### src/rtl/slcan_efp_pkg.sv
`timescale 1ns / 1ps

package slcan_efp_pkg;

  localparam logic [7:0]  CharCr      = 8'h0D;
  localparam logic [7:0]  CharT       = 8'h54;
  localparam logic [7:0]  CharZero    = 8'h30;
  localparam int unsigned IdPosLast   = 8;
  localparam int unsigned LenPos      = 9;
  localparam int unsigned MinLine     = 10;
  localparam int unsigned MaxLen      = 8;
  localparam int unsigned DataNibbles = 2 * MaxLen;
  localparam int unsigned DataPosEnd  = MinLine + DataNibbles;
  localparam logic [31:0] IdMask      = 32'h1FFF_FFFF;

  // One decoded frame as it travels from the decoder to the result register.
  typedef struct packed {
    logic [28:0]           frame_id;
    logic [3:0]            frame_length;
    logic [MaxLen-1:0][7:0] data;
  } frame_t;

  // ASCII hex digit to nibble; anything that is not a hex digit reads as zero.
  function automatic logic [3:0] hex_value(input logic [7:0] ch);
    logic [3:0] v;
    v = 4'd0;
    if (ch >= 8'h30 && ch <= 8'h39) begin
      v = 4'(ch - 8'h30);
    end else if (ch >= 8'h41 && ch <= 8'h46) begin
      v = 4'(ch - 8'h37);
    end else if (ch >= 8'h61 && ch <= 8'h66) begin
      v = 4'(ch - 8'h57);
    end
    return v;
  endfunction

endpackage

### src/rtl/slcan_efp_in_reg.sv
`timescale 1ns / 1ps

module slcan_efp_in_reg import slcan_efp_pkg::*; (
  input  logic       clk_i,
  input  logic       rst_ni,
  input  logic       valid_i,
  input  logic [7:0] byte_i,
  output logic       ready_o,
  input  logic       take_i,
  output logic       valid_o,
  output logic [7:0] byte_o
);

  logic       valid_q, valid_d;
  logic [7:0] byte_q;

  // The register refills in the same cycle that its beat is consumed.
  assign ready_o = !valid_q || take_i;
  assign valid_d = (valid_i && ready_o) || (valid_q && !take_i);

  always_ff @(posedge clk_i or negedge rst_ni) begin
    if (!rst_ni) begin
      valid_q <= 1'b0;
    end else begin
      valid_q <= valid_d;
    end
  end

  always_ff @(posedge clk_i) begin
    if (valid_i && ready_o) begin
      byte_q <= byte_i;
    end
  end

  assign valid_o = valid_q;
  assign byte_o  = byte_q;

endmodule

### src/rtl/slcan_efp_decode.sv
`timescale 1ns / 1ps

module slcan_efp_decode import slcan_efp_pkg::*; #(
  parameter int unsigned LINE_BUFFER_DEPTH = 32
) (
  input  logic       clk_i,
  input  logic       rst_ni,
  input  logic [7:0] byte_i,
  input  logic       step_i,
  output logic       fire_o,
  output frame_t     frame_o
);

  localparam int unsigned CntW = $clog2(LINE_BUFFER_DEPTH);
  localparam int unsigned PosW = (CntW > 5) ? CntW : 5;
  localparam logic [CntW-1:0] LastCount = CntW'(LINE_BUFFER_DEPTH - 1);

  logic [CntW-1:0]             count_q, count_d;
  logic                        start_t_q, start_t_d;
  logic [31:0]                 id_q, id_d;
  logic [7:0]                  len_q, len_d;
  logic [DataNibbles-1:0][3:0] data_q, data_d;

  logic [PosW-1:0] pos;
  logic [3:0]      nib;
  logic [3:0]      k;
  logic [4:0]      needed;
  logic            is_cr;
  logic            len_ok;
  logic            line_ok;

  assign pos    = PosW'(count_q);
  assign nib    = hex_value(byte_i);
  assign k      = 4'(pos - PosW'(MinLine));
  assign is_cr  = (byte_i == CharCr);
  assign len_ok = (len_q <= 8'(MaxLen));
  assign needed = 5'(MinLine) + {len_q[3:0], 1'b0};

  assign line_ok = start_t_q && (pos >= PosW'(MinLine)) && len_ok &&
                   (pos >= PosW'(needed));
  assign fire_o  = is_cr && (count_q != '0) && line_ok;

  always_comb begin
    count_d   = count_q;
    start_t_d = start_t_q;
    id_d      = id_q;
    len_d     = len_q;
    data_d    = data_q;
    if (is_cr) begin
      count_d = '0;
    end else if (count_q < LastCount) begin
      count_d = count_q + 1'b1;
      if (pos == '0) begin
        start_t_d = (byte_i == CharT);
        id_d      = '0;
      end else if (pos <= PosW'(IdPosLast)) begin
        id_d = {id_q[27:0], nib};
      end else if (pos == PosW'(LenPos)) begin
        len_d = byte_i - CharZero;
      end else if (pos < PosW'(DataPosEnd)) begin
        // The high nibble of each byte arrives first.
        for (int j = 0; j < DataNibbles; j++) begin
          if (4'(j) == (k ^ 4'd1)) begin
            data_d[j] = nib;
          end
        end
      end
    end else begin
      count_d = '0;
    end
  end

  always_ff @(posedge clk_i or negedge rst_ni) begin
    if (!rst_ni) begin
      count_q   <= '0;
      start_t_q <= 1'b0;
    end else if (step_i) begin
      count_q   <= count_d;
      start_t_q <= start_t_d;
    end
  end

  always_ff @(posedge clk_i) begin
    if (step_i) begin
      id_q   <= id_d;
      len_q  <= len_d;
      data_q <= data_d;
    end
  end

  always_comb begin
    frame_o.frame_id     = 29'(id_q & IdMask);
    frame_o.frame_length = len_q[3:0];
    for (int i = 0; i < MaxLen; i++) begin
      frame_o.data[i] = (8'(i) < len_q) ? {data_q[2*i+1], data_q[2*i]} : 8'd0;
    end
  end

endmodule

### src/rtl/slcan_efp_out_reg.sv
`timescale 1ns / 1ps

module slcan_efp_out_reg import slcan_efp_pkg::*; (
  input  logic   clk_i,
  input  logic   rst_ni,
  input  logic   load_i,
  input  frame_t frame_i,
  output logic   free_o,
  output logic   valid_o,
  input  logic   ready_i,
  output frame_t frame_o
);

  logic   valid_q, valid_d;
  frame_t frame_q;

  assign free_o  = !valid_q || ready_i;
  assign valid_d = load_i || (valid_q && !ready_i);

  always_ff @(posedge clk_i or negedge rst_ni) begin
    if (!rst_ni) begin
      valid_q <= 1'b0;
    end else begin
      valid_q <= valid_d;
    end
  end

  always_ff @(posedge clk_i) begin
    if (load_i) begin
      frame_q <= frame_i;
    end
  end

  assign valid_o = valid_q;
  assign frame_o = frame_q;

endmodule

### src/rtl/slcan_extended_frame_parser_top.sv
`timescale 1ns / 1ps

// SLCAN extended-frame parser. Received ASCII bytes enter one beat at a time
// and are decoded on the fly into an identifier, a length code and sixteen
// data nibbles; no line buffer is kept. A carriage return that ends a
// non-empty line of the form T<8 hex id><length digit><hex pairs> yields one
// output beat with the 29-bit identifier, the length (0 to 8) and eight data
// bytes, those at or beyond the length reading as zero. Lines that do not
// start with T, are shorter than ten characters, carry a length digit above
// 8 or lack data pairs are dropped silently; bad hex digits read as zero and
// characters past the needed pairs are ignored. A line that reaches
// LINE_BUFFER_DEPTH-1 characters drops the next byte and restarts at the
// first position. A byte waits in the input register while the decoder folds
// it into the running state, so a byte can be taken in every cycle; only a
// decoded frame that finds the output register still occupied holds the
// input side back. A carriage return reaches the output beat through the
// input register and then the output register.
module slcan_extended_frame_parser_top import slcan_efp_pkg::*; #(
  parameter int unsigned LINE_BUFFER_DEPTH = 32
) (
  input  logic        clk_i,
  input  logic        rst_ni,
  input  logic        in_valid_i,
  output logic        in_ready_o,
  input  logic [7:0]  rx_byte_i,
  output logic        out_valid_o,
  input  logic        out_ready_i,
  output logic [28:0] frame_id_o,
  output logic [3:0]  frame_length_o,
  output logic [7:0]  byte_zero_o,
  output logic [7:0]  byte_one_o,
  output logic [7:0]  byte_two_o,
  output logic [7:0]  byte_three_o,
  output logic [7:0]  byte_four_o,
  output logic [7:0]  byte_five_o,
  output logic [7:0]  byte_six_o,
  output logic [7:0]  byte_seven_o
);

  logic       byte_valid;
  logic [7:0] byte_held;
  logic       step;
  logic       fire;
  logic       out_free;
  frame_t     frame_dec;
  frame_t     frame_out;

  // The held byte is consumed unless it completes a frame and the output
  // register cannot take that frame in this cycle.
  assign step = byte_valid && (!fire || out_free);

  slcan_efp_in_reg u_in_reg (
    .clk_i   (clk_i),
    .rst_ni  (rst_ni),
    .valid_i (in_valid_i),
    .byte_i  (rx_byte_i),
    .ready_o (in_ready_o),
    .take_i  (step),
    .valid_o (byte_valid),
    .byte_o  (byte_held)
  );

  slcan_efp_decode #(
    .LINE_BUFFER_DEPTH (LINE_BUFFER_DEPTH)
  ) u_decode (
    .clk_i   (clk_i),
    .rst_ni  (rst_ni),
    .byte_i  (byte_held),
    .step_i  (step),
    .fire_o  (fire),
    .frame_o (frame_dec)
  );

  slcan_efp_out_reg u_out_reg (
    .clk_i   (clk_i),
    .rst_ni  (rst_ni),
    .load_i  (step && fire),
    .frame_i (frame_dec),
    .free_o  (out_free),
    .valid_o (out_valid_o),
    .ready_i (out_ready_i),
    .frame_o (frame_out)
  );

  assign frame_id_o     = frame_out.frame_id;
  assign frame_length_o = frame_out.frame_length;
  assign byte_zero_o    = frame_out.data[0];
  assign byte_one_o     = frame_out.data[1];
  assign byte_two_o     = frame_out.data[2];
  assign byte_three_o   = frame_out.data[3];
  assign byte_four_o    = frame_out.data[4];
  assign byte_five_o    = frame_out.data[5];
  assign byte_six_o     = frame_out.data[6];
  assign byte_seven_o   = frame_out.data[7];

  // An emitted frame never claims more than eight data bytes.
  assert property (@(posedge clk_i) disable iff (!rst_ni)
    out_valid_o |-> frame_length_o <= 4'(MaxLen))
    else $error("frame length above eight");

  // A frame shorter than eight bytes has byte seven at zero.
  assert property (@(posedge clk_i) disable iff (!rst_ni)
    (out_valid_o && frame_length_o < 4'(MaxLen)) |-> byte_seven_o == 8'd0)
    else $error("byte beyond frame length not cleared");

  assert property (@(posedge clk_i) disable iff (!rst_ni)
    (out_valid_o && frame_length_o == 4'd0) |-> byte_zero_o == 8'd0)
    else $error("empty frame carries data");

  // The input side only stalls while a finished frame waits for a full
  // output register.
  assert property (@(posedge clk_i) disable iff (!rst_ni)
    !in_ready_o |-> (byte_valid && fire && out_valid_o && !out_ready_i))
    else $error("input stalled without a blocked frame");

endmodule

### config.mk
export PLATFORM = sky130hd
export DESIGN_NAME = slcan_extended_frame_parser_top
export DESIGN_NICKNAME = d
export VERILOG_FILES = /design/src/rtl/slcan_efp_pkg.sv /design/src/rtl/slcan_efp_in_reg.sv /design/src/rtl/slcan_efp_decode.sv /design/src/rtl/slcan_efp_out_reg.sv /design/src/rtl/slcan_extended_frame_parser_top.sv
export SDC_FILE = /design/constraint.sdc
export NUM_CORES = 1
export LEC_CHECK = 0
export BUFFER_PORTS_ARGS = -buffer_cell sky130_fd_sc_hd__buf_2
export CORE_ASPECT_RATIO = 0.75
export CORE_MARGIN = 3
export CORE_UTILIZATION = 55
export CTS_CLUSTER_SIZE = 25
export DETAILED_ROUTE_END_ITERATION = 8
export GPL_TIMING_DRIVEN = 0
export PLACE_DENSITY = 0.75
export SETUP_SLACK_MARGIN = 0.1
export SLEW_MARGIN = 20
export SYNTH_ARGS = -nofsm -noshare
export SYNTH_HDL_FRONTEND = slang
export SYNTH_SLANG_ARGS = --single-unit
### constraint.sdc
create_clock -name clk_i -period 5.6 [get_ports clk_i]
set_input_delay 1.12 -clock clk_i [delete_from_list [all_inputs] [get_ports clk_i]]
set_output_delay 1.12 -clock clk_i [all_outputs]
set_load 0.02 [all_outputs]
==> results.toml, run 1 <==
[yosys]
synth_area_per_cell_um2 = 17.1
synth-compound-area-share = 0.0420
yosys.area_share.xor_xnor = 0.00636
yosysWarningCount = 0
syn_area_mm2 = 0.00826
synth_top_family_by_area = "simple AND/OR/NAND/NOR gates"
top_cell_type_by_total_area_after_synthesis = "edfxtp_1"
synth_cell_types = 51
asyncSetResetFlopFracSynth = 0.0374
postSynthRegisterBits = 214
post-synth-top-area-fraction = 0.749
synth_top_flop_cell = "edfxtp_1"
synth.area.top_cells = "edfxtp_1 (75%), nor2b_1 (3.8%), ha_1 (3.6%), and2_1 (2.8%), dfrtp_1 (2.4%)"
synth_seq_area_share = 0.773
area_share_of_fa_ha_maj_cells_after_synthesis = 0.0364
synth_enable_flop_cells = 206
synth_simple_gate_area_share = 0.123
syn_nets = 518
postSynthCellCount = 482
muxShareOfSynthArea = 0.00257

[placement]
port-buffer-count = 110
dp_worst_setup_slack_ns = 1.89
gp_congestion = 0.840
placedCellCount = 796
detailed_place.area_mm2 = 0.00913
placed_wire_length_estimate_after_detailed_placement_um = 9690

[cts]
number_of_buffers_inserted_for_hold_repair_after_clock_tree_synthesis = 0
tritoncts_num_sinks = 214
cts_root_buffer = "clkbuf_16"
tritoncts_clock_tree = "yes"
cts_made_buffers = 22
maximum_buffer_depth_of_the_clock_tree = 3
cts_max_level = 1
cts.clk_slew.worst_paths_ns = 0.06
cts_setup_buffers = 0
post_cts_sizing_count = 0
clock_latency_on_the_worst_skew_pair_ns = 0.50

[sta]
fin_worst_skew_ns = 0.0110
layout_min_cycle_time_ns = 4.23
timing.final.ws_setup_ns = 1.37
min_period_over_period = 0.756
final-hold-violation-count = 0
clock.fmax_mhz = 236
report.final.slew_viol_count = 0
rsz_0062_raised_after_global_routing = "no"
headroom_to_the_max_slew_limit = 0.360
setup-violations-final = 0
holdWs_ns = 0.416
tns_ns = 0
tightestPinTransition_ns = 0.951

[final_layout]
layout.core_utilization = 0.676
commonest_non_fill_non_tap_cell_in_the_layout = "edfxtp_1"
nFillCells = 1016
final_nets = 656
mostFrequentLayoutCells = "edfxtp_1 (206), buf_2 (116), nor2b_1 (50)"
final_cell_count_no_fill = 835
combined_area_of_the_multi_input_logic_cells_mm2 = 0.00175
synthToLayoutAreaGrowth_pct = 19.5
sequential_cell_area_mm2 = 0.00639
stdcell_area_mm2 = 0.00987
diodes = 0
ratio_of_cells_with_drive_above_1_in_the_final_layout = 0.279

[routing]
route.detailed.wl_per_inst_um = 17.3
drt-pass1-iter-count = 5
wl_um = 14500
ant_nets = 0
drt_iter0_drc = 338
route.vias.total = 4393
drc = 0
avgViaCountPerCell = 5.26

[die]
die_w_um = 148
placeableCoreArea_mm2 = 0.0146
starting_density = 0.566
die_height_um = 112
rows = 38
fp.dieArea_mm2 = 0.0165
io_pins = 111

[min_path]
min_path_type = "reg -> reg"
holdCritStartpoint = "u_decode.id_q[26]"

[global_route]
grt_antenna_before_repair = 0
pin_count_of_the_biggest_net_entering_global_routing = 54
first_pass_grt_wire_length_um = 23100
via_count_of_the_first_global_routing_pass = 4331
grt_usage = 0.176
globalRouteOverflowTotal = 0

[setup_path]
crit_slowest_cell = "a211oi_1"
critical_path.max_fanout = 8
crit_top_cell = "ha_1"
kind_of_capture_point_of_the_worst_setup_path = "primary output"
cp_cell_sequence = "ha_1, xor2_1, ha_1, a21o_1, a211oi_1, nor4_4, nand2_1, buf_2"
r2r_setup_slack_ns = 2.27
timing.critical_path.to = "in_ready_o"
cp_slowest_stage_delay_ns = 0.63
worstSetupPathType = "reg -> out"
worst-endpoint-arrival_ns = 3.11
r2r_end = "u_in_reg.byte_o[2]"
worst_ep_required_time_ns = 4.48
critical_path.startpoint_type = "register"
worst_r2r_startpoint = "u_decode.len_q[1]"
rr_worst_depth = 7
worst_setup_path_startpoint = "u_decode.len_q[1]"

[power]
report.power.total_mw = 3.74
vdd.ir_drop.worst_v = 0.000365
p_leak_nw = 3.70
power_per_cell_area_mw_per_mm2 = 379

[run_status]
status = "finished clean"

[flow_run]
cap_violations = 0
==> synthesized netlist by cell type (3+ instances only) <==
| master | count |
|---|---|
| xor2_1 | 4 |
| nor3_4 | 3 |
| o41ai_1 | 3 |
| buf_2 | 6 |
| a21oi_1 | 6 |
| nor4_1 | 4 |
| a21o_1 | 8 |
| and2_1 | 37 |
| ha_1 | 24 |
| a22o_1 | 3 |
| edfxtp_1 | 206 |
| a21boi_0 | 3 |
| o21ai_0 | 8 |
| clkbuf_1 | 4 |
| dfrtp_1 | 8 |
| nand2b_1 | 5 |
| nor2b_1 | 50 |
| nand2_1 | 14 |
| nor2b_2 | 8 |
| nand3_1 | 5 |
| and3_1 | 9 |
| nor3_1 | 3 |
| nor2_1 | 10 |
| inv_1 | 19 |
==> metal layers <==
layer / track usage / wire length [µm] / part of all wire
met3: 0.0339 / 964 / 0.067
met4: 0.0435 / 319 / 0.022
met1: 0.249 / 6150 / 0.43
met5: 0 / 0 / 0
met2: 0.288 / 7020 / 0.49
==> power by group <==
part	switching, mW	internal, mW	leakage (nW)
sequential	0.0483	1.86	1.99
combinational	0.234	0.134	1.35
clock	0.564	0.908	0.356
total	0.846	2.90	3.70
==> critical path: cells and delay by family, from the launching register on <==
kind	cells	cell delay, ns
and+or+nand+nor	2	0.29
DFF	1	0.54
adders and majority gates	2	0.65
AOI/OAI and AO/OA	2	0.79
buffers and inverters	1	0.16
xor gates and xnor gates	1	0.19
==> registers in the layout, summed over array words and instances, names as in the netlist <==
signal and flops:
u_out_reg.valid_o 1, u_decode.data_q 64, u_in_reg.byte_o 8, u_decode.start_t_q 1
u_out_reg.frame_o 97, u_decode.len_q 8, u_in_reg.valid_o 1, u_decode.id_q 29
u_decode.count_q 5
==> layout make-up <==
type,instances,area share
clock inverters,13,0.0180
well taps,200,0.0253
repair buffers,114,0.0612
plain buffers,12,0.00684
flip-flops and latches,214,0.647
multi-input cells,237,0.177
clock buffers,26,0.0573
inverters,19,0.00722
==> logic make-up after synthesis <==
group           after synthesis
flops                       214
simple gates                159
compound gates               46
buf+inv                      31
fa+ha+maj                    24
xor+xnor                      6
mux                           2
==> worst min-delay path by stage <==
stage / slack, ns / endpoint / depth (start not counted)
6_report: 0.42 / u_out_reg.frame_o[94] / 0
5_1_grt: 0.42 / u_out_reg.frame_o[94] / 0
4_1_cts: 0.42 / u_out_reg.frame_o[94] / 0
3_5_place_dp: 0.41 / u_out_reg.frame_o[95] / 0
3_3_place_gp: 0.40 / u_out_reg.frame_o[93] / 0
2_1_floorplan: 0.40 / u_out_reg.frame_o[93] / 0
No activity file was read; power rests on OpenSTA's default activity.
==> run 2, diff against run 1 <==
CORE_UTILIZATION = 51   (was 55)
PLACE_DENSITY = 0.73   (was 0.75)
clock period = 3.41 ns   (was 5.6 ns; I/O delays follow)
==> run 2 against run 1 <==
Global-route usage fell by 1.5 points. Register-to-register slack worse by 1.9 ns. Final cell count increased by 1.3%. Sequential power up 65%. Routed wire length decreased by 0.48%. Setup slack worse by 1.2 ns. Power grew 60%. Critical endpoint unchanged. Largest cell class unchanged.
==> results.toml, run 2 (synthesized netlist as in run 1, its figures left out) <==
[run_status]
status = "finished clean"

[sta]
setup-violations-final = 0
tightestPinTransition_ns = 0.908
holdWs_ns = 0.0221
layout_min_cycle_time_ns = 3.25
min_period_over_period = 0.952
clock.fmax_mhz = 308
report.final.slew_viol_count = 0
headroom_to_the_max_slew_limit = 0.391
fin_worst_skew_ns = 0.0143
final-hold-violation-count = 0
rsz_0062_raised_after_global_routing = "no"
tns_ns = 0
timing.final.ws_setup_ns = 0.163

[min_path]
min_path_type = "in -> async"

[cts]
cts_made_buffers = 21
number_of_buffers_inserted_for_hold_repair_after_clock_tree_synthesis = 0
cts_max_level = 1
cts.clk_slew.worst_paths_ns = 0.07
tritoncts_clock_tree = "yes"
tritoncts_num_sinks = 214
cts_root_buffer = "clkbuf_16"
clock_latency_on_the_worst_skew_pair_ns = 0.50
maximum_buffer_depth_of_the_clock_tree = 3

[final_layout]
nFillCells = 1094
commonest_non_fill_non_tap_cell_in_the_layout = "edfxtp_1"
ratio_of_cells_with_drive_above_1_in_the_final_layout = 0.304
max_reg_flops = 97
final_nets = 662
synthToLayoutAreaGrowth_pct = 20.1
diodes = 0
layout.core_utilization = 0.639
final_cell_count_no_fill = 846
mostFrequentLayoutCells = "edfxtp_1 (206), buf_2 (114), nor2b_1 (50)"

[global_route]
via_count_of_the_first_global_routing_pass = 4195
grt_usage = 0.161
globalRouteOverflowTotal = 0
grt_antenna_before_repair = 0
pin_count_of_the_biggest_net_entering_global_routing = 63
first_pass_grt_wire_length_um = 22500

[routing]
drt_iter0_drc = 321
wl_um = 14400
avgViaCountPerCell = 5.11
drt-pass1-iter-count = 5
ant_nets = 0
route.detailed.wl_per_inst_um = 17.0
route.vias.total = 4326
drc = 0

[power]
power.share.clock = 0.367
power_per_cell_area_mw_per_mm2 = 602
power_frac_comb = 0.110
p_switching_mw = 1.40
internal-power_mw = 4.57
p_leak_nw = 3.71
power.share.switching = 0.234
seq_power_share = 0.523
vdd.ir_drop.worst_v = 0.000344

[die]
die_w_um = 153
rows = 39
placeableCoreArea_mm2 = 0.0155
io_pins = 111
fp.dieArea_mm2 = 0.0178
die_height_um = 116
starting_density = 0.532

[setup_path]
worst_setup_path_startpoint = "u_decode.len_q[0]"
r2r_setup_slack_ns = 0.33
worst_ep_required_time_ns = 2.73
r2r_end = "u_out_reg.frame_o[61]"
critical_path.startpoint_type = "register"
worstSetupPathType = "reg -> out"
rr_worst_depth = 10
critical_path.max_fanout = 4
kind_of_capture_point_of_the_worst_setup_path = "primary output"
worst_r2r_startpoint = "u_decode.len_q[1]"
worst-endpoint-arrival_ns = 2.56
timing.critical_path.to = "in_ready_o"

[flow_run]
cap_violations = 0

[placement]
placedCellCount = 799
placed_wire_length_estimate_after_detailed_placement_um = 9520
dp_worst_setup_slack_ns = 0.128
gp_congestion = 0.854
port-buffer-count = 110
## run 2: what timing repair did
action                     4_1_cts  5_1_grt
setup endpoints to repair        1        1
pin swaps                        1        3
resized for setup                5       10
setup buffers                    4        5
## run 2: final cells by class
cell class / count / area (µm²) / area share
buffer: 12 / 73.8 / 0.00744
multi-input combinational: 237 / 1800 / 0.182
tap: 205 / 256 / 0.0259
inverter: 19 / 71.3 / 0.00719
clock inverter: 16 / 134 / 0.0135
timing repair buffer: 121 / 663 / 0.0668
sequential: 214 / 6390 / 0.644
clock buffer: 22 / 529 / 0.0533
## run 2: worst min-delay path by stage
| stage | startpoint | to | slack [ns] | cells after the start |
|---|---|---|---|---|
| after floorplan | rst_ni | u_decode.count_q[0] | 0.39 | 0 |
| after global placement | u_decode.id_q[27] | u_out_reg.frame_o[95] | 0.40 | 0 |
| after detailed placement | u_decode.id_q[25] | u_out_reg.frame_o[93] | 0.41 | 0 |
| after CTS | rst_ni | u_decode.count_q[3] | 0.02 | 1 |
| after global routing | rst_ni | u_decode.count_q[3] | 0.02 | 1 |
| final | rst_ni | u_decode.start_t_q | 0.02 | 1 |
## run 2: power groups by stage
stage,Combinational [mW],Sequential (mW),Clock (mW)
after CTS,0.614,3.12,2.24
after floorplan,0.427,3.15,0
after global placement,0.543,3.17,0
after detailed placement,0.585,3.18,0
final,0.655,3.13,2.19
after global routing,0.725,3.14,2.35
## run 2: stage by stage
step | power [mW] | area (µm²)
after detailed placement | 3.76 | 9130
final | 5.97 | 9920
after CTS | 5.97 | 9840
after global placement | 3.72 | 9080
after global routing | 6.21 | 9920
after floorplan | 3.58 | 8270
## run 2: layer usage
| metal | vias to the layer above | global-route usage | routed length (µm) |
|---|---|---|---|
| li1 | 2063 | - | - |
| met1 | 2078 | 0.224 | 6330 |
| met2 | 159 | 0.259 | 6730 |
| met3 | 26 | 0.0407 | 1030 |
| met4 | 0 | 0.0451 | 297 |
| met5 | - | 0 | 0 |
## run 2: worst max-delay path, cell delays in order (launching register included)
cell and delay, ns:
edfxtp_1 0.49, ha_4 0.24, xor2_1 0.15, ha_1 0.32, a21o_1 0.20, a211oi_4 0.38, nor4_4 0.06, nand2_1 0.08
buf_4 0.14
